--- src/rtl/core/ifs_pkg.sv ---
// Shared types, constants and coefficient helpers for the IFS affine point generator.
// No dependencies; every other file of the block but ifs_queue imports this package.
`timescale 1ns / 1ps

package ifs_pkg;

  localparam int FRAC_BITS_DEF   = 16;
  localparam int RANDOM_BITS_DEF = 16;

  localparam int RV_W      = 16;
  localparam int PIX_W     = 14;
  localparam int COL_W     = 8;
  localparam int CFG_W     = 12;
  localparam int CFG_IDX_W = 2;

  localparam logic [CFG_IDX_W-1:0] REG_CENTER_X = 2'd0;
  localparam logic [CFG_IDX_W-1:0] REG_CENTER_Y = 2'd1;

  localparam logic [CFG_W-1:0] CENTER_X_RESET = 12'd512;
  localparam logic [CFG_W-1:0] CENTER_Y_RESET = 12'd384;

  localparam int IN_DEPTH  = 2;
  localparam int OUT_DEPTH = 4;
  localparam int OCNT_W    = $clog2(OUT_DEPTH + 1);

  localparam int SCALE_K  = 600;
  localparam int OFFSET_X = 300;
  localparam int OFFSET_Y = 400;
  localparam int RED_K    = 500;
  localparam int GREEN_K  = 50;
  localparam int BLUE_K   = 30;

  localparam int NUM_MAPS  = 4;
  localparam int NUM_COEF  = 6;
  localparam int COEF_A    = 0;
  localparam int COEF_B    = 1;
  localparam int COEF_C    = 2;
  localparam int COEF_D    = 3;
  localparam int COEF_E    = 4;
  localparam int COEF_F    = 5;

  // coefficients in hundredths: a b c d e f
  localparam int MAP_COEF [NUM_MAPS][NUM_COEF] = '{
    '{60,   0,   0, 60, 18, 36},
    '{60,   0,   0, 60, 18, 12},
    '{40,  30, -30, 40, 27, 36},
    '{40, -30,  30, 40, 27,  9}
  };

  typedef struct packed {
    logic [PIX_W-1:0] pixel_x;
    logic [PIX_W-1:0] pixel_y;
    logic [COL_W-1:0] red;
    logic [COL_W-1:0] green;
    logic [COL_W-1:0] blue;
  } result_t;

  // round half up on the magnitude, sign restored afterwards
  function automatic longint fix_coef(input int hundredths, input int frac_bits);
    longint mag;
    longint v;
    mag = (hundredths < 0) ? longint'(-hundredths) : longint'(hundredths);
    v = ((mag <<< frac_bits) + 64'sd50) / 64'sd100;
    return (hundredths < 0) ? -v : v;
  endfunction

endpackage

--- src/rtl/core/ifs_front.sv ---
// Front end: takes input beats, picks the affine map and the green byte.
// Depends on ifs_pkg; writes into the work queue read by ifs_back.
`timescale 1ns / 1ps

module ifs_front import ifs_pkg::*; #(
  parameter int RANDOM_BITS = RANDOM_BITS_DEF,
  localparam int QW         = 2 + RANDOM_BITS + COL_W
) (
  input  logic            push,
  input  logic [RV_W-1:0] random_value,
  output logic            full,
  input  logic            q_full,
  output logic            q_push,
  output logic [QW-1:0]   q_data
);

  logic [RANDOM_BITS-1:0]       r;
  logic [1:0]                   sel;
  logic [RANDOM_BITS+COL_W-1:0] green_prod;
  logic [COL_W-1:0]             green;

  always_comb begin
    r          = RANDOM_BITS'(random_value);
    sel        = r[RANDOM_BITS-1 -: 2];
    green_prod = (RANDOM_BITS+COL_W)'(r) * (RANDOM_BITS+COL_W)'(GREEN_K);
    green      = green_prod[RANDOM_BITS +: COL_W];
  end

  assign full   = q_full;
  assign q_push = push && !q_full;
  assign q_data = {sel, r, green};

endmodule

--- config.mk ---
export PLATFORM = sky130hd
export DESIGN_NAME = ifs_front
export DESIGN_NICKNAME = d
export VERILOG_FILES = /design/src/rtl/core/ifs_pkg.sv /design/src/rtl/core/ifs_front.sv
export SDC_FILE = /design/constraint.sdc
export NUM_CORES = 1
export LEC_CHECK = 0
export BUFFER_PORTS_ARGS = -buffer_cell sky130_fd_sc_hd__buf_4
export CAP_MARGIN = 20
export CORE_ASPECT_RATIO = 0.9
export CORE_MARGIN = 2
export CORE_UTILIZATION = 51
export DETAILED_ROUTE_END_ITERATION = 10
export GPL_TIMING_DRIVEN = 0
export PLACE_DENSITY_LB_ADDON = 0.2
export RECOVER_POWER = 50
export SLEW_MARGIN = 10
export SYNTH_ARGS = -nofsm -noshare
export SYNTH_HDL_FRONTEND = slang
export SYNTH_SLANG_ARGS = --single-unit
--- constraint.sdc ---
create_clock -name vclk -period 4.27
set_clock_uncertainty 0.2 [all_clocks]
set_input_delay 0.854 -clock vclk [all_inputs]
set_output_delay 0.854 -clock vclk [all_outputs]
set_load 0.01 [all_outputs]
== Word-level counts from Yosys, hierarchy flattened ==
Cells that the tools add are included.
Storage, ports and cells
  register bits after elaboration: 0
  bits of input ports: 18
  output and inout port bits: 28
  logic and storage cells: 3
Operators by class
  multiply operators: 1
  reduce and logical (&&, ||, !) cells: 2
Operators with widths (number)
  16-bit by 5-bit multiplier with 21-bit output (second input constant): 1
  1-bit logical AND: 1
  1-bit logical NOT: 1

== Logic depth before layout (Yosys ltp) ==
Gate-level depths: netlist of run 1.
  depth in word-level cells: 2
  depth in mapped cells: 12
  mapped depth without buffers: 11

== Least setup slack after synthesis of run 1 ==
OpenSTA, ideal clock, no wires.
  kind: in2out
  start point: in random_value[10]
  end point: out q_data[4]
  data arrival time: 3.249 ns
  data required time: 3.216 ns
  slack: -0.033 ns
  cell stages on the path: 11
  buffers on the path: 0
  path through: ha_1 -> ha_1 -> inv_1 -> fa_1 -> inv_1 -> ha_1 -> a21oi_2 -> a31oi_1 -> a2111oi_2 -> o31ai_1 -> xor2_1
On the way
  word-level cells in the longest chain between the ends: 1
RTL lines
  start, declared: line ifs_front.sv:10  | input logic [RV_W-1:0] random_value,
  16-bit by 5-bit multiplier with 21-bit output: line ifs_front.sv:25  | green_prod = (RANDOM_BITS+COL_W)'(r) * (RANDOM_BITS+COL_W)'(GREEN_K);
  end, declared: line ifs_front.sv:14  | output logic [QW-1:0] q_data
Every way passes these cells.

== Worst setup path after layout of run 1 ==
  start point: in random_value[6]
  end point: out q_data[2]
Same word-level chain as after synthesis.

==> flow_summary.toml, run 1 <==
[sta]
finalSetupViolCount = 6
rsz0062_at_grt = "yes"
finalMaxSlewViolations = 0
hold_violations = 0
max_freq_mhz = 221
fin_crit_sh_pct = 106
fin_crit_ns = 4.51
setup_slack_ns = -0.245

[power]
ir_worst_vdd_mv = 0.175
p_sw_uw = 411
switching_share_pct = 50.9
power_density_nw_per_um2 = 303
p_clk_share_pct = 0
combinationalPowerShare_pct = 100.0
seqPwrFrac_pct = 0
p_leak_uw = 0.00120
power.internal_uw = 397

[route]
antenna_left = 0
wl_per_cell_um = 21.1
drtPass1Iterations = 4
via_count = 1737
viasPerCell = 5.93
drc = 0
drt-initial-drc-count = 113
wirelength_um = 6200

[final_layout]
final_util_pct = 88.4
final_cells = 293
nFillCells = 135
seq_cell_count = 0
multi_input_area_sq_um = 1810
layout.nets = 332
seq_area_sq_um = 0
area_delta_synth_final_pct = 67.0
clock_buffers = 0
antenna_cells = 0
drive_gt1_share_pct = 59.0

[synth]
seq_area_frac_synth_pct = 0
netlist.area_leader.share_pct = 39.9
synth_most_common_cell = "ha_1"
synth_area_per_cell_sq_um = 8.37
ys_types = 35
netlist_top_cells_count = "51 x ha_1, 34 x inv_1, 21 x buf_4"
synth_top_cell_by_area = "ha_1"
synth_area_leaders = "ha_1 40%, fa_1 13%, buf_4 9.9%"
synth-warning-count = 0
synthCells = 191
synthesis.area_sq_um = 1600

[floorplan]
rows = 19
pin_count = 46
start_util_pct = 52.9
fp.coreArea_sq_um = 3020
dieWidth_um = 63
die_h_um = 57.1
fp.dieArea_sq_um = 3600

[critical_path]
required_ns = 3.22
critPathCaptureType = "output port"
critical_path_arrival_ns = 3.46
worstSetupPathType = "in -> out"
start_kind = "primary input"
critPathMaxFanout = 4

[global_route]
grt_start_max_net_pins = 10
antenna_found_initial = 0
grt_pass1_wl_um = 8220
grt_pass1_vias = 1727
grt_usage_pct = 29.1
grt_overflow = 0

[status]
violations = "setup timing"
status = "complete, but fails checks"

[placement]
gp_congestion = 0.803
dp.cells = 278
dpl.hpwl_um = 2680
portBuffers = 44

[job]
cap_violations = 0

[hold_path]
hold_path_class = "in -> out"
metal layers:
metal / global-route usage, % / wire length [um] / share of wire [%] / vias up
met2: 57.6 / 3100 / 50 / 102
met1: 33.9 / 2280 / 37 / 820
met5: 0 / 0 / 0 / -
met4: 7.30 / 529 / 8.5 / 0
li1: - / - / - / 763
met3: 2.17 / 280 / 4.5 / 52
stage by stage:
| step | worst slack [ns] | hold slack [ns] | instance area [sq um] | total power [uW] | TNS, ns |
|---|---|---|---|---|---|
| finish | -0.245 | 1.74 | 2670 | 808 | -1.12 |
| detailed placement | -0.328 | 1.76 | 2000 | 458 | -1.74 |
| CTS | -0.0255 | 1.76 | 2530 | 627 | -0.0316 |
| global route | -0.256 | 1.75 | 2670 | 845 | -1.30 |
| global placement | -0.330 | 1.75 | 2000 | 451 | -1.68 |
| floorplan | 0.0170 | 1.55 | 1610 | 321 | 0 |
critical path: stages:
cell     delay, ns
buf_12        0.11
ha_4          0.23
ha_1          0.29
inv_1         0.06
fa_1          0.52
inv_2         0.06
ha_4          0.31
buf_4         0.14
nand3_1       0.12
nand2_1       0.11
a41oi_2       0.16
o21a_1        0.22
o211a_1       0.14
buf_6         0.12
worst paths after layout:
path	end	start	cells past startpoint
min	q_push	q_full	3
max	q_data[2]	random_value[6]	14
layout make-up:
| cell class | instances | share of cell area, % |
|---|---|---|
| multi-input combinational | 134 | 68.0 |
| buffer | 23 | 6.61 |
| tap | 42 | 1.97 |
| inverter | 34 | 4.97 |
| timing repair buffer | 60 | 18.5 |
cells in the final DEF, fill, tap and decap left out, types with 2 or more instances in the layout:
cell type / synthesis / routed
a21oi_1: 11 / 5
a21oi_2: 1 / 5
a21oi_4: 1 / 3
a41oi_2: 0 / 2
buf_12: 0 / 4
buf_4: 21 / 65
buf_6: 1 / 5
clkbuf_1: 0 / 8
conb_1: 1 / 2
fa_1: 10 / 8
fa_2: 0 / 2
ha_1: 51 / 18
ha_2: 0 / 3
ha_4: 0 / 30
inv_1: 34 / 21
inv_2: 0 / 11
inv_4: 0 / 2
nand2_1: 10 / 7
nand2_2: 0 / 2
nand3_1: 4 / 3
nand4_1: 6 / 6
nand4b_1: 2 / 2
nor2_1: 4 / 2
nor2b_1: 2 / 2
o211ai_1: 2 / 2
o21ai_2: 0 / 2
xnor2_1: 2 / 2
xor2_1: 4 / 4
power groups by stage:
stage	sequential (uW)	clock [uW]	combinational, uW
floorplan	0	0	321
global placement	0	0	451
detailed placement	0	0	458
CTS	0	0	627
global route	0	0	845
finish	0	0	808
kinds of logic (layout without fill, tap and decap cells):
logic type,after synthesis,count (layout),share of synthesized area (%)
and+or+nand+nor,32,32,10.3
other,1,2,0.235
xor gates and xnor gates,6,6,3.29
buffers and inverters,58,117,19.2
AOI/OAI and AO/OA,32,32,13.9
muxes,1,1,0.626
adders and majority gates,61,61,52.5
timing repair:
| item | 4_1_cts | 5_1_grt |
|---|---|---|
| resized for setup | 66 | 34 |
| endpoints found under the setup margin | 6 | 6 |
| hold buffers | 0 | 0 |
| pin swaps | 47 | 29 |
| buffers inserted | 13 | 3 |
(Power assumes the default switching activity.)
==> run 2, diff against run 1 <==
--- a/config.mk
+++ b/config.mk
@@ -9,11 +9,12 @@
 export CAP_MARGIN = 20
 export CORE_ASPECT_RATIO = 0.9
 export CORE_MARGIN = 2
-export CORE_UTILIZATION = 51
+export CORE_UTILIZATION = 52
 export DETAILED_ROUTE_END_ITERATION = 10
 export GPL_TIMING_DRIVEN = 0
 export PLACE_DENSITY_LB_ADDON = 0.2
 export RECOVER_POWER = 50
+export SKIP_LAST_GASP = 1
 export SLEW_MARGIN = 10
 export SYNTH_ARGS = -nofsm -noshare
 export SYNTH_HDL_FRONTEND = slang
==> constraint.sdc (replaced) <==
create_clock -name vclk -period 5.7
set_clock_uncertainty 0.2 [all_clocks]
set_input_delay 1.14 -clock vclk [all_inputs]
set_output_delay 1.14 -clock vclk [all_outputs]
set_load 0.01 [all_outputs]
==> flow_summary.toml, run 2 (same netlist as run 1, synthesis figures left out) <==
[route]
antenna_left = 0
drc = 0
wirelength_um = 2970
via_count = 1350
viasPerCell = 4.86
drtPass1Iterations = 4
wl_per_cell_um = 10.7
drt-initial-drc-count = 38

[cts]
hold_buffers = 0
cts_resized = 0
post-cts-setup-buffer-count = 0

[final_layout]
final_util_pct = 64.6
layout_commonest_cell = "buf_4"
fin_area_sq_um = 1940
layout.nets = 317
layout_common_cells = "52 x buf_4, 51 x ha_1, 34 x inv_1"
antenna_cells = 0
area_delta_synth_final_pct = 21.1
drive_gt1_share_pct = 24.6
final_cells = 278
seq_cell_count = 0
seq_area_sq_um = 0
clock_buffers = 0

[hold_path]
hold_depth = 3
holdPathEnd = "q_push"
hp-start = "q_full"
hold_path_class = "in -> out"

[job]
cap_violations = 0

[global_route]
antenna_found_initial = 0
grt_pass1_vias = 1209
grt_pass1_wl_um = 5130
grt_start_max_net_pins = 10
grt_usage_pct = 17.0
grt_overflow = 0

[power]
combinationalPowerShare_pct = 100.0
power.internal_uw = 155
power_density_nw_per_um2 = 173
switching_share_pct = 53.8
p_clk_share_pct = 0
p_sw_uw = 180
seqPwrFrac_pct = 0
p_leak_uw = 0.00109
ir_worst_vdd_mv = 0.0696

[placement]
dpl.hpwl_um = 2770
dpl-instance-area_sq_um = 1980
dp.cells = 278
portBuffers = 44
gp_congestion = 0.788

[floorplan]
start_util_pct = 53.3
rows = 19
dieWidth_um = 62.4
fp.dieArea_sq_um = 3530
die_h_um = 56.6
fp.coreArea_sq_um = 3000
pin_count = 46

[critical_path]
critPathCaptureType = "output port"
worstSetupPathType = "in -> out"
critPathMaxFanout = 7
start_kind = "primary input"
required_ns = 4.36
critical_path_arrival_ns = 3.92

[sta]
rsz0062_at_grt = "no"
tns_ns = 0
fin_crit_ns = 5.26
finalMaxSlewViolations = 0
hold_violations = 0
max_freq_mhz = 190
hold_ws_ns = 2.31
fin_crit_sh_pct = 92.3
finalSetupViolCount = 0

[status]
status = "completed"
-- run 2: changes by cell type in the layout (fill, tap and decap cells not counted), sizes merged --
cell,previous run,this run
clkbuf,8,14
buf,75,54
-- run 2: through the flow --
step                      setup slack, ns  total power [uW]
after floorplan                     0.825               236
after global placement              0.495               333
after detailed placement            0.456               339
after CTS                           0.463               342
after global routing                0.265               380
final                               0.441               335
-- run 2: layout make-up --
| cell class | count | area (sq um) |
|---|---|---|
| fillers | 301 | 1060 |
| multi-input cells | 134 | 1290 |
| plain buffers | 24 | 179 |
| well taps | 42 | 52.6 |
| repair buffers | 44 | 282 |
| inverters | 34 | 128 |
-- run 2: power by group through the flow --
| stage | Sequential (uW) | Clock [uW] | Combinational [uW] |
|---|---|---|---|
| finish | 0 | 0 | 335 |
| global route | 0 | 0 | 380 |
| CTS | 0 | 0 | 342 |
| detailed placement | 0 | 0 | 339 |
| global placement | 0 | 0 | 333 |
| floorplan | 0 | 0 | 236 |
-- run 2: worst max-delay path by stage --
stage,from,cells after the start,slack (ns),end
after detailed placement,random_value[10],13,0.46,q_data[4]
after global routing,random_value[7],13,0.26,q_data[5]
after floorplan,random_value[10],11,0.83,q_data[4]
final,random_value[10],13,0.44,q_data[4]
after global placement,random_value[10],13,0.49,q_data[4]
after CTS,random_value[10],13,0.46,q_data[4]
-- run 2: worst max-delay path, cell delays in order --
cell       delay (ns)
clkbuf_1         0.17
ha_1             0.26
ha_1             0.28
inv_1            0.05
fa_1             0.49
inv_1            0.04
ha_1             0.37
a21oi_2          0.17
a31oi_1          0.12
a2111oi_2        0.36
o31ai_1          0.16
xor2_1           0.16
buf_4            0.16
-- run 2: metal layers --
metal | vias up | GRT usage, % | wire length (um)
met5 | - | 0 | 0
met1 | 596 | 25.5 | 1550
li1 | 727 | - | -
met3 | 0 | 0.200 | 72
met4 | 0 | 0 | 0
met2 | 27 | 29.2 | 1340
==> run 3, diff against run 2 <==
--- a/config.mk
+++ b/config.mk
@@ -14,6 +14,7 @@
 export GPL_TIMING_DRIVEN = 0
 export PLACE_DENSITY_LB_ADDON = 0.2
 export RECOVER_POWER = 50
+export SETUP_SLACK_MARGIN = 0.5
 export SKIP_LAST_GASP = 1
 export SLEW_MARGIN = 10
 export SYNTH_ARGS = -nofsm -noshare
==> flow_summary.toml, run 3 (same netlist as run 1, synthesis figures left out) <==
[critical_path]
crit_chain = "clkbuf_1 -> ha_1 -> ha_1 -> inv_1 -> fa_1 -> inv_1 -> ha_1 -> nand3_1 -> nand2_1 -> a41oi_1 -> o21a_1 -> o211a_1 -> buf_4"
max_stage_delay_ns = 0.49
critical_path_buf_inv_count = 4
cp_slowest_cell = "fa_1"
critical_path_arrival_ns = 3.76
critPathMaxFanout = 4
critical-path-top-delay-family = "adder cells"
cp_common_cell = "ha_1"
critPathCaptureType = "output port"
worstSetupPathType = "in -> out"
start_kind = "primary input"
required_ns = 4.36

[route]
wl_per_cell_um = 10.7
drtPass1Iterations = 4
via_count = 1357
drc = 0
wirelength_um = 2990
drt-initial-drc-count = 35
antenna_left = 0
viasPerCell = 4.88

[final_layout]
final_cells = 278
layout_common_cells = "52 x buf_4, 49 x ha_1, 34 x inv_1"
seq_area_sq_um = 0
nFillCells = 291
antenna_cells = 0
drive_gt1_share_pct = 27.5
layout.nets = 317
area_delta_synth_final_pct = 23.4
clock_buffers = 0
seq_cell_count = 0
layout_commonest_cell = "buf_4"

[floorplan]
dieWidth_um = 62.4
die_h_um = 56.6
fp.coreArea_sq_um = 3000
fp.dieArea_sq_um = 3530
pin_count = 46
start_util_pct = 53.3
rows = 19

[power]
p_sw_uw = 189
seqPwrFrac_pct = 0
power_density_nw_per_um2 = 178
power.internal_uw = 162
p_clk_share_pct = 0
ir_worst_vdd_mv = 0.0725
switching_share_pct = 53.7
p_leak_uw = 0.00109
combinationalPowerShare_pct = 100.0

[global_route]
grt_pass1_wl_um = 5130
grt_overflow = 0
grt_start_max_net_pins = 10
grt_pass1_vias = 1209
antenna_found_initial = 0
grt_usage_pct = 17.0

[cts]
post-cts-setup-buffer-count = 0

[sta]
finalMaxSlewViolations = 0
tns_ns = 0
hold_violations = 0
rsz0062_at_grt = "yes"
max_freq_mhz = 196
fin_crit_sh_pct = 89.5
finalSetupViolCount = 0
fin_crit_ns = 5.10

[placement]
dpl.hpwl_um = 2770
dp.cells = 278
portBuffers = 44
gp_congestion = 0.788

[job]
cap_violations = 0

[hold_path]
hold_path_class = "in -> out"

[status]
status = "completed"
## run 3: power groups by stage
stage               logic, uW  clock network (uW)  registers (uW)
floorplan                 236                   0               0
global placement          333                   0               0
detailed placement        339                   0               0
CTS                       342                   0               0
global route              394                   0               0
finish                    351                   0               0
## run 3: area by class of cell
type / count / area [sq um] / area share [%]
inverter: 34 / 128 / 6.47
multi-input combinational: 134 / 1330 / 67.5
buffer: 24 / 179 / 9.07
timing repair buffer: 44 / 282 / 14.3
tap: 42 / 52.6 / 2.66
## run 3: stage by stage
stage / util (%) / area [sq um] / power, uW / hold slack, ns / worst slack [ns]
floorplan: - / 1600 / 236 / 2.13 / 0.825
global placement: 66.2 / 1980 / 333 / 2.32 / 0.495
detailed placement: 66.2 / 1980 / 339 / 2.33 / 0.456
CTS: 66.3 / 1990 / 342 / 2.33 / 0.508
global route: 65.8 / 1970 / 394 / 2.31 / 0.416
finish: 65.8 / 1970 / 351 / 2.31 / 0.596
## run 3: final timing paths
path | depth (start not counted) | endpoint | slack (ns) | startpoint
hold / removal | 3 | q_push | 2.31 | q_full
setup / recovery | 13 | q_data[2] | 0.60 | random_value[6]
## run 3: timing repair
action                     CTS  global route
cloned                       0             0
gates resized for setup      1             8
pin swaps                    0             3
hold buffers                 0             0
setup endpoints to repair    1             5
## run 3: metal layers
metal | part of all wire (%) | track usage (%) | vias to the layer above | wire length [um]
li1 | - | - | 729 | -
met1 | 52 | 25.5 | 598 | 1570
met2 | 45 | 29.2 | 30 | 1350
met3 | 2.5 | 0.200 | 0 | 76
met4 | 0 | 0 | 0 | 0
met5 | 0 | 0 | - | 0
