File: src/rtl/core/ifs_queue.sv
// Small register queue with occupancy count.
// Depends on nothing; used between front and back and on the result side.
`timescale 1ns / 1ps

module ifs_queue #(
  parameter int WIDTH = 8,
  parameter int DEPTH = 2,
  localparam int AW   = (DEPTH > 1) ? $clog2(DEPTH) : 1,
  localparam int CW   = $clog2(DEPTH + 1)
) (
  input  logic             clk,
  input  logic             rst,
  input  logic             push,
  input  logic [WIDTH-1:0] wdata,
  input  logic             pop,
  output logic [WIDTH-1:0] rdata,
  output logic             full,
  output logic             empty,
  output logic [CW-1:0]    count
);

  logic [WIDTH-1:0] mem [DEPTH];
  logic [AW-1:0]    wr_ptr;
  logic [AW-1:0]    rd_ptr;
  logic             do_push;
  logic             do_pop;

  assign full    = (count == CW'(DEPTH));
  assign empty   = (count == '0);
  assign do_push = push && !full;
  assign do_pop  = pop && !empty;
  assign rdata   = mem[rd_ptr];

  always_ff @(posedge clk) begin
    if (rst) begin
      wr_ptr <= '0;
      rd_ptr <= '0;
      count  <= '0;
    end else begin
      if (do_push) begin
        wr_ptr <= (wr_ptr == AW'(DEPTH - 1)) ? '0 : wr_ptr + AW'(1);
      end
      if (do_pop) begin
        rd_ptr <= (rd_ptr == AW'(DEPTH - 1)) ? '0 : rd_ptr + AW'(1);
      end
      if (do_push && !do_pop) begin
        count <= count + CW'(1);
      end else if (!do_push && do_pop) begin
        count <= count - CW'(1);
      end
    end
  end

  always_ff @(posedge clk) begin
    if (do_push) begin
      mem[wr_ptr] <= wdata;
    end
  end

endmodule

File: config.mk
export PLATFORM = sky130hd
export DESIGN_NAME = ifs_queue
export DESIGN_NICKNAME = d
export VERILOG_FILES = /design/src/rtl/core/ifs_queue.sv
export SDC_FILE = /design/constraint.sdc
export NUM_CORES = 1
export LEC_CHECK = 0
export BUFFER_PORTS_ARGS = -buffer_cell sky130_fd_sc_hd__buf_2
export CAP_MARGIN = 40
export CORE_AREA = 3 3 45 47
export DETAILED_ROUTE_END_ITERATION = 8
export DIE_AREA = 0 0 48 50
export GPL_TIMING_DRIVEN = 0
export HOLD_SLACK_MARGIN = 0.03
export PLACE_DENSITY = 0.74
export SLEW_MARGIN = 30
export SYNTH_ARGS = -nofsm -noshare
export SYNTH_HDL_FRONTEND = slang
export SYNTH_SLANG_ARGS = --single-unit
File: constraint.sdc
create_clock -name clk -period 1.9 [get_ports clk]
set_input_delay 0.095 -clock clk [delete_from_list [all_inputs] [get_ports clk]]
set_output_delay 0.095 -clock clk [all_outputs]
set_load 0.02 [all_outputs]
### Yosys cells after proc, flatten, opt, wreduce, memory -nomap -nowiden

Memories as Yosys holds them, arrays and structs flattened. A register that Yosys moved wholly into a read port is not among the register bits.
Index checks and enable logic that the tools add are counted.

* memory bits (writable): 16
* output and inout bits: 12
* logic and storage cells: 27
* memory bits (read-only): 0
* memories kept: 1
* input bits: 12
* bits in latches: 0
* flip-flop bits (word level): 4

Memory list
* mem: depth 2, width 8, rd ports 1, clocked after memory_dff 1, write ports 1, line 22 `logic [WIDTH-1:0] mem [DEPTH];`

* divide/modulo/power cells: 0
* $mul: 0
* $add $sub $neg: 4
* shift operators: 0
* bitwise operators: 0
* muxes and demuxes: 8
* reductions and logical operators: 10
* order comparisons: 0
* equality and inequality tests: 1

Operator list (number)
* two-way mux 1 bit: 6
* logical AND 1 bit: 4
* zero test 1 bit: 4
* two-way mux 2 bit: 2
* adder 1 bit, second input constant: 2
* adder 2 x 1 -> 2 bit, second input constant: 1
* equality test 2 bit, second input constant: 1
* zero test 2 bit: 1
* nonzero test 2 bit: 1
* subtractor 2 x 1 -> 2 bit, second input constant: 1

### Longest topological paths before layout

Gate-level depths: netlist of the first run.

* depth after elaboration: 7
* gate-level depth with buffers: 6
* depth with buffers taken out: 6

### Worst setup path after synthesis of the first run

OpenSTA, ideal clock, no wires.

* path type: register -> register
* start point: reg count[1]
* end point: reg count[1]
* path buffers: 0
* data arrival time: 1.696 ns
* setup time: 0.070 ns
* data required time: 1.830 ns
* setup slack: 0.134 ns
* clock period less this slack: 1.766 ns
* stages on the path, launching flop included: 6
* cells stage by stage: dfxtp_1 > nor2b_2 > nor2_1 > ha_1 > or3_1 > a21oi_1

* longest elaborated chain between the ends: 6
* elaborated cells on any way between the ends: 15
* classes of those cells: 2 x add/sub; 1 x eq/ne; 2 x mux; 10 x reduce/logical

RTL lines
* start, declared: line 19 `output logic [CW-1:0] count`
* start signal, assigned: line 47 `count <= count + CW'(1);`
* start signal, assigned: line 49 `count <= count - CW'(1);`
* equality test 2 bit (*): line 28 `assign full = (count == CW'(DEPTH));`
* net full: line 17 `output logic full,`
* zero test 1 bit (*): line 30 `assign do_push = push && !full;`
* logical AND 1 bit (*): line 30
* zero test 1 bit: line 48 `end else if (!do_push && do_pop) begin`
* logical AND 1 bit: line 48
* nonzero test 2 bit (no line)

The timed path passes the listed nets; every way through them passes the cells marked *. The select of a mux whose other input is x is not followed.
A chain may end at the register's enable or synchronous reset.

### Final worst setup path of the first run

* start point: reg count[0]
* end point: reg count[1]

* longest elaborated chain between the ends: 6
* elaborated cells on any way between the ends: 15
* classes of those cells: 2 x add/sub; 1 x eq/ne; 2 x mux; 10 x reduce/logical

RTL lines (line)
* equality test 2 bit / zero test 2 bit (equally long branches): 28, 29
* zero test 1 bit, on equally long branches: 30, 31
* logical AND 1 bit, on equally long branches: 30, 31
* zero test 1 bit, on equally long branches: 48, 46
* logical AND 1 bit, on equally long branches: 48, 46
* nonzero test 2 bit (no line) / two-way mux 2 bit (equally long branches)

Several ways; a longest one is shown, not always the timed one. The select of a mux whose other input is x is not followed.

==> summary.md, run 1 <==
| Metric | Value |
|---|---|
| Drt pass-1 iters | `4` |
| First-pass GRT wire length | `2240 um` |
| RSZ-0062 raised after global routing | `false` |
| Static Leak | `0.431 nW` |
| Core footprint | `0.00169 mm^2` |
| Min Tclk post-route | `1610 ps` |
| Worst Path Required | `2140 ps` |
| Synth unique cells | `13` |
| Vias in the first global route | `539` |
| Max-slew headroom | `75.4%` |
| IO Count | `24` |
| Critical path's slowest cell | `dfxtp_1` |
| Number of port buffers | `23` |
| Die area | `0.00240 mm^2` |
| Initial core utilization | `47.0%` |
| Vias | `511` |
| Share of cells above drive strength 1 | `41.9%` |
| Syn Std Cell Area | `793 um^2` |
| Post-DR wirelength/cell | `13.4 um` |
| HPWL after detailed placement | `886 um` |
| Syn Area/Cell | `15.9 um^2` |
| Ys flop type | `edfxtp_1` |
| Fmax | `621 MHz` |
| Synthesis Warnings | `0` |
| Layout area overhead | `31.9%` |
| Clock Tree Root | `clkbuf_4` |
| GRT Total Usage | `13.8%` |
| Synthesized net count | `63` |
| Status | `complete, no violations` |
| Worst R2R Start | `count[0]$_SDFFE_PP0P_` |
| Inserted Clock Buffers | `3` |
| Iter 0 DRT Violations | `14` |
| Rows | `15` |
| Dpl cells | `90` |
| Gr ovfl total | `0` |
| Startpoint types | `flip-flop` |
| Setup TNS Final | `0 ps` |
| Hold Path Depth | `4` |
| Non-Filler Instances | `103` |
| Pwr dens | `1280 mW/mm^2` |
| Worst Reg-to-Reg Cells | `4` |
| Clk sinks | `21` |
| PnR Total Power | `1.34 mW` |
| Worst stage delay on the critical path | `470 ps` |
| Post-CTS Resized | `0` |
| Worst Setup Path Type | `reg2reg` |
| Max VDD drop | `0.835 mV` |
| Hold WC Path Type | `in2reg` |
| FFs w/ async S/R, synth | `0%` |
| H-tree level count | `1` |
| Reg-to-reg slack, setup | `290 ps` |
| Clock Skews | `3.08 ps` |
| Final Hold Viols | `0` |
| Routed Antenna Nets | `0` |
| Initial antenna violation count | `0` |
| Max_cap viols | `0` |
| Terminus of the critical flop-to-flop path | `count[1]$_SDFFE_PP0P_` |
| WHS Endpoint | `wr_ptr$_SDFFE_PP0N_` |
| Max FO, Critical Path | `6` |
| Vias per cell | `4.96` |
| #FFs+latches synth | `21` |
| Crit end category | `flip-flop` |
| ANT cells | `0` |
| Synth area leaders | `edfxtp_1 61%, dfxtp_1 13%, mux2_2 11%` |
| Reg clk slew, reported paths | `100 ps` |
| Setup violations, final | `0` |
| Final WL | `1380 um` |
| Chip width | `48 um` |
| DRC Markers | `0` |
| Dominant cell by count in the synthesized netlist | `edfxtp_1` |
| Worst-Margin Slew | `369 ps` |
| Worst hold start | `push` |
| Largest net degree at the start of global routing | `12` |
| CTS tree | `yes` |
| Post-Syn Instances | `50` |
| Fin util | `61.9%` |
| Global placer's final weighted congestion | `0.667` |
| Post-synth top area share | `60.6%` |
| Die Height | `50 um` |
| CP arrival | `1850 ps` |
| CP Cell Sequence | `o21ai_0, ha_1, or3_1, a21oi_1` |
| Post-synth EDFFs | `16` |
| Nets | `100` |
| Post-synth top cells | `16 x edfxtp_1, 8 x mux2_2, 5 x dfxtp_1, 5 x nor2_1` |
| Synth area leader | `edfxtp_1` |
| Final period util | `84.7%` |
| FILL cells | `135` |
| Count of pins over their slew limit | `0` |
| Clk Latency, worst-skew pair | `300 ps` |
| Clk buf depth | `2` |
| Sequential fraction of the synthesis area | `73.2%` |
[worst max-delay path, delay by kind of cell, from the launching register on]
kind | cells | cell delay (ps)
adder cells (fa/ha/maj) | 1 | 370
AND/OR/NAND/NOR | 1 | 370
flip-flops | 1 | 470
AO/OA/AOI/OAI | 2 | 340
[final cells by class]
type                       count  area (um^2)  share of cell area [%]
clock buffer                   4         26.3                    2.51
buffer                         1         5.00                   0.478
timing repair buffer          32          205                    19.6
sequential                    21          581                    55.5
tap                           17         21.3                    2.03
inverter                       2         7.51                   0.718
multi-input combinational     26          200                    19.1
[through the flow]
step           instance area [um^2]  setup slack, ps  hold slack, ps
2_1_floorplan                   793              134             164
3_3_place_gp                    930              358             283
3_5_place_dp                    930              305             286
4_1_cts                        1050              282             164
5_1_grt                        1050              157             227
6_report                       1050              290             182
[placed cells by master, fill, tap and decap left out]
master         count
clkbuf_4           3
or3_1              2
ha_1               1
mux2_2             8
dlygate4sd3_1      9
a21oi_1            2
dfxtp_1            5
edfxtp_1          16
inv_1              2
o21ai_0            3
nor2b_2            1
and2_1             1
xor2_1             3
nor2_1             5
buf_2             24
clkbuf_1           1
[worst max path at each step]
stage / start / endpoint / slack [ps] / cells past startpoint
2_1_floorplan: count[1]$_SDFFE_PP0P_ / count[1]$_SDFFE_PP0P_ / 130 / 5
3_3_place_gp: count[0]$_SDFFE_PP0P_ / count[1]$_SDFFE_PP0P_ / 360 / 4
3_5_place_dp: count[0]$_SDFFE_PP0P_ / count[1]$_SDFFE_PP0P_ / 300 / 4
4_1_cts: count[0]$_SDFFE_PP0P_ / count[1]$_SDFFE_PP0P_ / 280 / 4
5_1_grt: count[0]$_SDFFE_PP0P_ / count[1]$_SDFFE_PP0P_ / 160 / 4
6_report: count[0]$_SDFFE_PP0P_ / count[1]$_SDFFE_PP0P_ / 290 / 4
[report_power, final]
group          total (mW)  internal, mW  switching, mW
Sequential          0.631         0.586         0.0455
Combinational       0.503         0.210          0.294
Clock               0.204        0.0818          0.122
[cells by family after synthesis]
logic type,count (synthesis),synth area share [%]
adder cells (fa/ha/maj),1,1.58
multiplexers,8,11.4
flip-flops,21,73.2
XOR/XNOR,3,3.31
buffers and inverters,3,1.58
AND/OR/NAND/NOR,9,5.84
AO/OA/AOI/OAI,5,3.15
[flip-flops by register name, indices dropped and copies added (netlist names), named ones only]
| signal | cells |
|---|---|
| count | 2 |
| rd_ptr | 1 |
| wr_ptr | 1 |
| mem | 16 |
[routing by layer]
metal / share of wire (%) / global-route usage, % / wire length, um / vias up
met3: 5.8 / 3.28 / 80 / 5
li1: - / - / - / 252
met2: 53 / 23.6 / 739 / 20
met4: 2.7 / 8.07 / 38 / 0
met5: 0 / 0 / 0 / -
met1: 38 / 14.2 / 523 / 234
[timing repair]
action                    in CTS  in global routing
setup buffers                  0                  0
hold endpoints to repair      21                  0
hold buffers                   9                  0
Note: power is estimated with default switching activity, not from simulation.
==> run 2, diff against run 1 <==
Clock period 1.9 ns to 1.6 ns, I/O delays scaled along.
==> run 2 against run 1 <==
Against the previous run: power rose by 20%; count of clock-buffer cells in the layout did not move; register-to-register slack got worse by 200 ps; wire length fell by 8.8%; largest power group unchanged; cell area rose by 0.72%; non-clock buffer count did not move.
==> summary.md, run 2 (same netlist as run 1, synthesis figures left out) <==
| Metric | Value |
|---|---|
| Status | `complete, no violations` |
| Worst-Margin Slew | `388 ps` |
| Max FO, Critical Path | `6` |
| Final Hold Viols | `0` |
| Routed Antenna Nets | `0` |
| Worst Setup Path Type | `reg2reg` |
| H-tree level count | `1` |
| Gr ovfl total | `0` |
| Top flop regs | `mem: 16 flops, count: 2 flops` |
| Max_cap viols | `0` |
| IO Count | `24` |
| Initial antenna violation count | `0` |
| Reg clk slew, reported paths | `110 ps` |
| Commonest non-fill, non-tap cells in the layout | `24 x buf_2, 16 x edfxtp_1, 9 x dlygate4sd3_1` |
| Vias | `505` |
| Nets | `100` |
| Worst Path Required | `1830 ps` |
| Initial core utilization | `47.0%` |
| Crit end category | `flip-flop` |
| Static Leak | `0.433 nW` |
| Setup violations, final | `0` |
| GRT Total Usage | `11.8%` |
| Commonest non-fill, non-tap cell in the layout | `buf_2` |
| Clock Tree Root | `clkbuf_4` |
| Rows | `15` |
| Clk Latency, worst-skew pair | `290 ps` |
| WHS Endpoint | `wr_ptr$_SDFFE_PP0N_` |
| Setup TNS Final | `0 ps` |
| Largest net degree at the start of global routing | `12` |
| First-pass GRT wire length | `2010 um` |
| DRC Markers | `0` |
| Vias in the first global route | `507` |
| Drt pass-1 iters | `3` |
| RSZ-0062 raised after global routing | `false` |
| Comb pwr share | `37.8%` |
| Startpoint types | `flip-flop` |
| Terminus of the critical flop-to-flop path | `count[1]$_SDFFE_PP0P_` |
| Number of port buffers | `23` |
| Final period util | `94.6%` |
| Count of pins over their slew limit | `0` |
| Hold WC Path Type | `in2reg` |
| Max-slew headroom | `74.1%` |
| Post-DR wirelength/cell | `12.2 um` |
| Die Height | `50 um` |
| Setup repair bufs after CTS | `0` |
| Clk buf depth | `2` |
| Worst R2R Start | `count[1]$_SDFFE_PP0P_` |
| Net Switching | `545 uW` |
| Switching share of total power | `34.0%` |
| Cell-internal power | `1.06 mW` |
| Clk sinks | `21` |
| Inserted Clock Buffers | `3` |
| Clock power frac | `14.9%` |
| Register share of total power | `47.3%` |
| Worst hold start | `push` |
| Final WL | `1260 um` |
| Iter 0 DRT Violations | `8` |
| Most flop-heavy register | `mem` |
| Pwr dens | `1520 mW/mm^2` |
| Min Tclk post-route | `1510 ps` |
| Max VDD drop | `1.03 mV` |
| Hold Path Depth | `4` |
| Worst Reg-to-Reg Cells | `5` |
| CP arrival | `1740 ps` |
| Max reg flops | `16` |
| ANT cells | `0` |
| Global placer's final weighted congestion | `0.645` |
| Clock Skews | `3.70 ps` |
| CTS tree | `yes` |
| FILL cells | `134` |
| Vias per cell | `4.90` |
| Share of cells above drive strength 1 | `44.2%` |
| Fmax | `661 MHz` |
| Layout area overhead | `32.8%` |
| Reg-to-reg slack, setup | `90 ps` |
| Worst hold slack | `184 ps` |
| Core footprint | `0.00169 mm^2` |
| Chip width | `48 um` |
| Die area | `0.00240 mm^2` |
==> run 2: cell counts in the layout (fill, tap and decap cells not counted) <==
No cell type changed its count.
==> run 2: power by group through the flow <==
stage | clock network (mW) | logic (mW) | registers, mW
after CTS | 0.246 | 0.613 | 0.757
after detailed placement | 0 | 0.595 | 0.768
after global routing | 0.270 | 0.662 | 0.771
after floorplan | 0 | 0.402 | 0.785
after global placement | 0 | 0.579 | 0.763
final | 0.239 | 0.604 | 0.757
==> run 2: worst max-delay path by stage <==
stage | start | to | depth (start not counted)
after floorplan | count[1]$_SDFFE_PP0P_ | count[1]$_SDFFE_PP0P_ | 5
after global placement | count[0]$_SDFFE_PP0P_ | count[1]$_SDFFE_PP0P_ | 4
after detailed placement | count[0]$_SDFFE_PP0P_ | count[1]$_SDFFE_PP0P_ | 4
after CTS | count[0]$_SDFFE_PP0P_ | count[1]$_SDFFE_PP0P_ | 4
after global routing | count[1]$_SDFFE_PP0P_ | count[1]$_SDFFE_PP0P_ | 5
final | count[1]$_SDFFE_PP0P_ | count[1]$_SDFFE_PP0P_ | 5
==> run 2: critical path: stages (launching register included) <==
cell     delay, ps
dfxtp_2        380
nor2b_4        180
nor2_1          70
ha_1           310
or3_1          380
a21oi_1        140
==> run 2: what timing repair did <==
| item | CTS | global route |
|---|---|---|
| resized for setup | 0 | 1 |
| endpoints found under the setup margin | 0 | 1 |
| endpoints found under the hold margin | 21 | 0 |
| hold buffers | 9 | 0 |
==> run 2: routing by layer <==
metal	up-vias	share of wire (%)	global-route usage (%)
li1	254	-	-
met1	233	43	12.7
met2	16	50	20.0
met3	2	6.0	3.28
met4	0	0.79	5.38
met5	-	0	0
==> run 2: per-stage QoR <==
stage	instance area [um^2]	total power, mW	cells	utilization [%]	setup WS, ps
floorplan	801	1.19	50	-	25.0
global placement	937	1.34	90	55.5	52.0
detailed placement	937	1.36	90	55.5	8.42
CTS	1050	1.61	103	62.4	2.19
global route	1050	1.70	103	62.4	16.5
finish	1050	1.60	103	62.4	86.4
==> run 2: final cells by class <==
class | instances | area (um^2) | area share [%]
buffer | 1 | 5.00 | 0.475
clock buffer | 4 | 26.3 | 2.49
multi-input combinational | 26 | 205 | 19.5
sequential | 21 | 583 | 55.3
timing repair buffer | 32 | 205 | 19.5
tap | 17 | 21.3 | 2.02
inverter | 2 | 7.51 | 0.713
==> run 3, diff against run 2 <==
Settings changed: ABC_AREA from default to 1, CORE_AREA 3 3 45 47 to 3 3 46 48, DIE_AREA 0 0 48 50 to 0 0 49 51, PLACE_DENSITY 0.74 to 0.73.
==> run 3 against run 2 <==
Against the previous run: clock skew increased by 2.5 ps; first-iteration DRC count decreased by 25%; critical endpoint is now rdata[2]; utilization increased by 0.35 points; die area increased by 4.1%.
==> summary.md, run 3 <==
| Metric | Value |
|---|---|
| Vias per cell | `4.70` |
| Commonest non-fill, non-tap cells in the layout | `24 x buf_2, 16 x edfxtp_1, 8 x mux2_2, 8 x dlygate4sd3_1` |
| Vias | `574` |
| Crit-path leading delay family | `buffers and inverters` |
| Max FO, Critical Path | `8` |
| Cell-internal power | `1.04 mW` |
| Post-synth top area share | `58.0%` |
| Synth unique cells | `16` |
| Dominant cell by count in the synthesized netlist | `edfxtp_1` |
| Net Switching | `583 uW` |
| Critical path's slowest cell | `mux2_2` |
| Number of port buffers | `23` |
| Share of cells above drive strength 1 | `44.3%` |
| Setup TNS Final | `0 ps` |
| Layout area overhead | `32.2%` |
| Sequential fraction of the synthesis area | `70.1%` |
| Drt pass-1 iters | `4` |
| H-tree level count | `1` |
| Clk buf depth | `2` |
| PnR Total Power | `1.62 mW` |
| Initial antenna violation count | `0` |
| Commonest non-fill, non-tap cell in the layout | `buf_2` |
| CP Buf/Inv Count | `2` |
| DR top layer | `met4` |
| RSZ-0062 raised after global routing | `false` |
| Worst stage delay on the critical path | `360 ps` |
| DR WL met2 | `719 um` |
| Comb pwr share | `37.9%` |
| Status | `complete, no violations` |
| Final period util | `89.2%` |
| Dpl cells | `110` |
| Ys flop type | `edfxtp_1` |
| Min Tclk post-route | `1430 ps` |
| Wire length on met1 | `586 um` |
| Static Leak | `0.455 nW` |
| Rows | `15` |
| Top flop regs | `mem: 16 flops, count: 2 flops` |
| Critical path's most frequent cell | `buf_2` |
| Hold WC Path Type | `in2reg` |
| Met3 wire length | `86 um` |
| GRT Total Usage | `13.8%` |
| Count of pins over their slew limit | `0` |
| First-pass GRT wire length | `2450 um` |
| Dpl ws | `2.62 ps` |
| Final Hold Viols | `0` |
| Clk Latency, worst-skew pair | `300 ps` |
| Switching share of total power | `35.9%` |
| FILL cells | `159` |
| Final WL | `1450 um` |
| Largest net degree at the start of global routing | `12` |
| Max_cap viols | `0` |
| Worst hold slack | `38.8 ps` |
| Max-slew headroom | `71.8%` |
| Die area | `0.00250 mm^2` |
| Die Height | `51 um` |
| Synthesis Warnings | `0` |
| Synthesized net count | `75` |
| Initial core utilization | `47.5%` |
| Global placer's final weighted congestion | `0.667` |
| Iter 0 DRT Violations | `6` |
| Max reg flops | `16` |
| CP Cell Sequence | `buf_2, mux2_2, buf_2` |
| Post-route cell area | `0.00109 mm^2` |
| Max VDD drop | `0.892 mV` |
| Chip width | `49 um` |
| FFs w/ async S/R, synth | `0%` |
| Core footprint | `0.00175 mm^2` |
| DRC Markers | `0` |
| Vias in the first global route | `555` |
| Synth area leaders | `edfxtp_1 58%, dfxtp_1 12%, mux2_2 11%` |
| Post-synth top cells | `16 x edfxtp_1, 9 x nor2_1, 8 x mux2_2` |
| Most flop-heavy register | `mem` |
| DP Area | `975 um^2` |
| Setup violations, final | `0` |
| HPWL after detailed placement | `1030 um` |
| Worst Setup Path Type | `reg2out` |
| Syn Std Cell Area | `828 um^2` |
| CTS tree | `yes` |
| Post-synth EDFFs | `16` |
| Setup ws final | `172 ps` |
| Routed Antenna Nets | `0` |
| Fin util | `62.7%` |
| Worst-Margin Slew | `423 ps` |
| Post-Syn Instances | `62` |
| Gr ovfl total | `0` |
| ANT cells | `0` |
| Nets | `111` |
| Clock power frac | `15.1%` |
| Clk sinks | `21` |
| CP arrival | `1350 ps` |
| Clock Tree Root | `clkbuf_4` |
| Worst Path Required | `1520 ps` |
| Register share of total power | `47.0%` |
| Inserted Clock Buffers | `3` |
| IO Count | `24` |
| #FFs+latches synth | `21` |
| Post-DR wirelength/cell | `11.9 um` |
| Non-Filler Instances | `122` |
| Clock Skews | `6.23 ps` |
| Pwr dens | `1480 mW/mm^2` |
| Fmax | `700 MHz` |
| Startpoint types | `flip-flop` |
| Reg clk slew, reported paths | `110 ps` |
| Crit end category | `output pin` |
| Synth area leader | `edfxtp_1` |
| Syn Area/Cell | `13.4 um^2` |
## run 3: cell types whose count changed in the layout (fill, tap and decap cells not counted), sizes merged
| cell | delta |
|---|---|
| a21oi | -1 |
| dlygate4sd3 | -1 |
| inv | +7 |
| nand2 | +4 |
| nand3 | +1 |
| nand4 | +1 |
| nor2 | +4 |
| nor2b | -1 |
| o21ai | +2 |
| or3 | -2 |
| xor2 | -3 |
## run 3: area by class of cell
class	count	area [um^2]	share of cell area, %
flip-flops and latches	21	582	53.1
multi-input cells	31	221	20.2
repair buffers	31	195	17.8
inverters	9	33.8	3.09
well taps	25	31.3	2.86
clock buffers	4	26.3	2.40
plain buffers	1	5.00	0.457
## run 3: cell families after synthesis
kind of cell	Yosys count	share of synthesized area (%)
DFF	21	70.1
and+or+nand+nor	16	8.31
buffers and inverters	10	4.68
muxes	8	10.9
AOI/OAI and AO/OA	6	4.53
adders and majority gates	1	1.51
## run 3: power groups by stage
stage | clock, mW | combinational [mW] | sequential (mW)
after CTS | 0.249 | 0.616 | 0.760
after global routing | 0.282 | 0.676 | 0.779
after floorplan | 0 | 0.401 | 0.787
final | 0.246 | 0.614 | 0.763
after detailed placement | 0 | 0.593 | 0.772
after global placement | 0 | 0.575 | 0.765
## run 3: timing repair
item                                   in CTS  in global routing
hold buffers                                8                  0
buffers inserted                            0                  0
endpoints found under the hold margin      16                  0
setup endpoints to repair                  16                  2
resized for setup                           2                  2
## run 3: worst min-delay path: cells and delay by family
| family | cells | cell delay (ps) |
|---|---|---|
| buf+inv | 2 | 130 |
| simple gates | 2 | 100 |
## run 3: per-layer routing
metal,global-route usage (%),vias up
li1,-,283
met1,15.2,266
met2,22.6,20
met3,3.21,5
met4,11.4,0
met5,0,-
## run 3: final timing paths
| check | startpoint | to | slack [ps] | cells past startpoint |
|---|---|---|---|---|
| setup reg to reg | count[0]$_SDFFE_PP0P_ | count[1]$_SDFFE_PP0P_ | 190 | 8 |
| hold reg to reg | wr_ptr$_SDFFE_PP0N_ | wr_ptr$_SDFFE_PP0N_ | 540 | 2 |
| hold / removal | rst | count[1]$_SDFFE_PP0P_ | 40 | 4 |
| setup / recovery | flip-flop | rdata[2] | 170 | 3 |
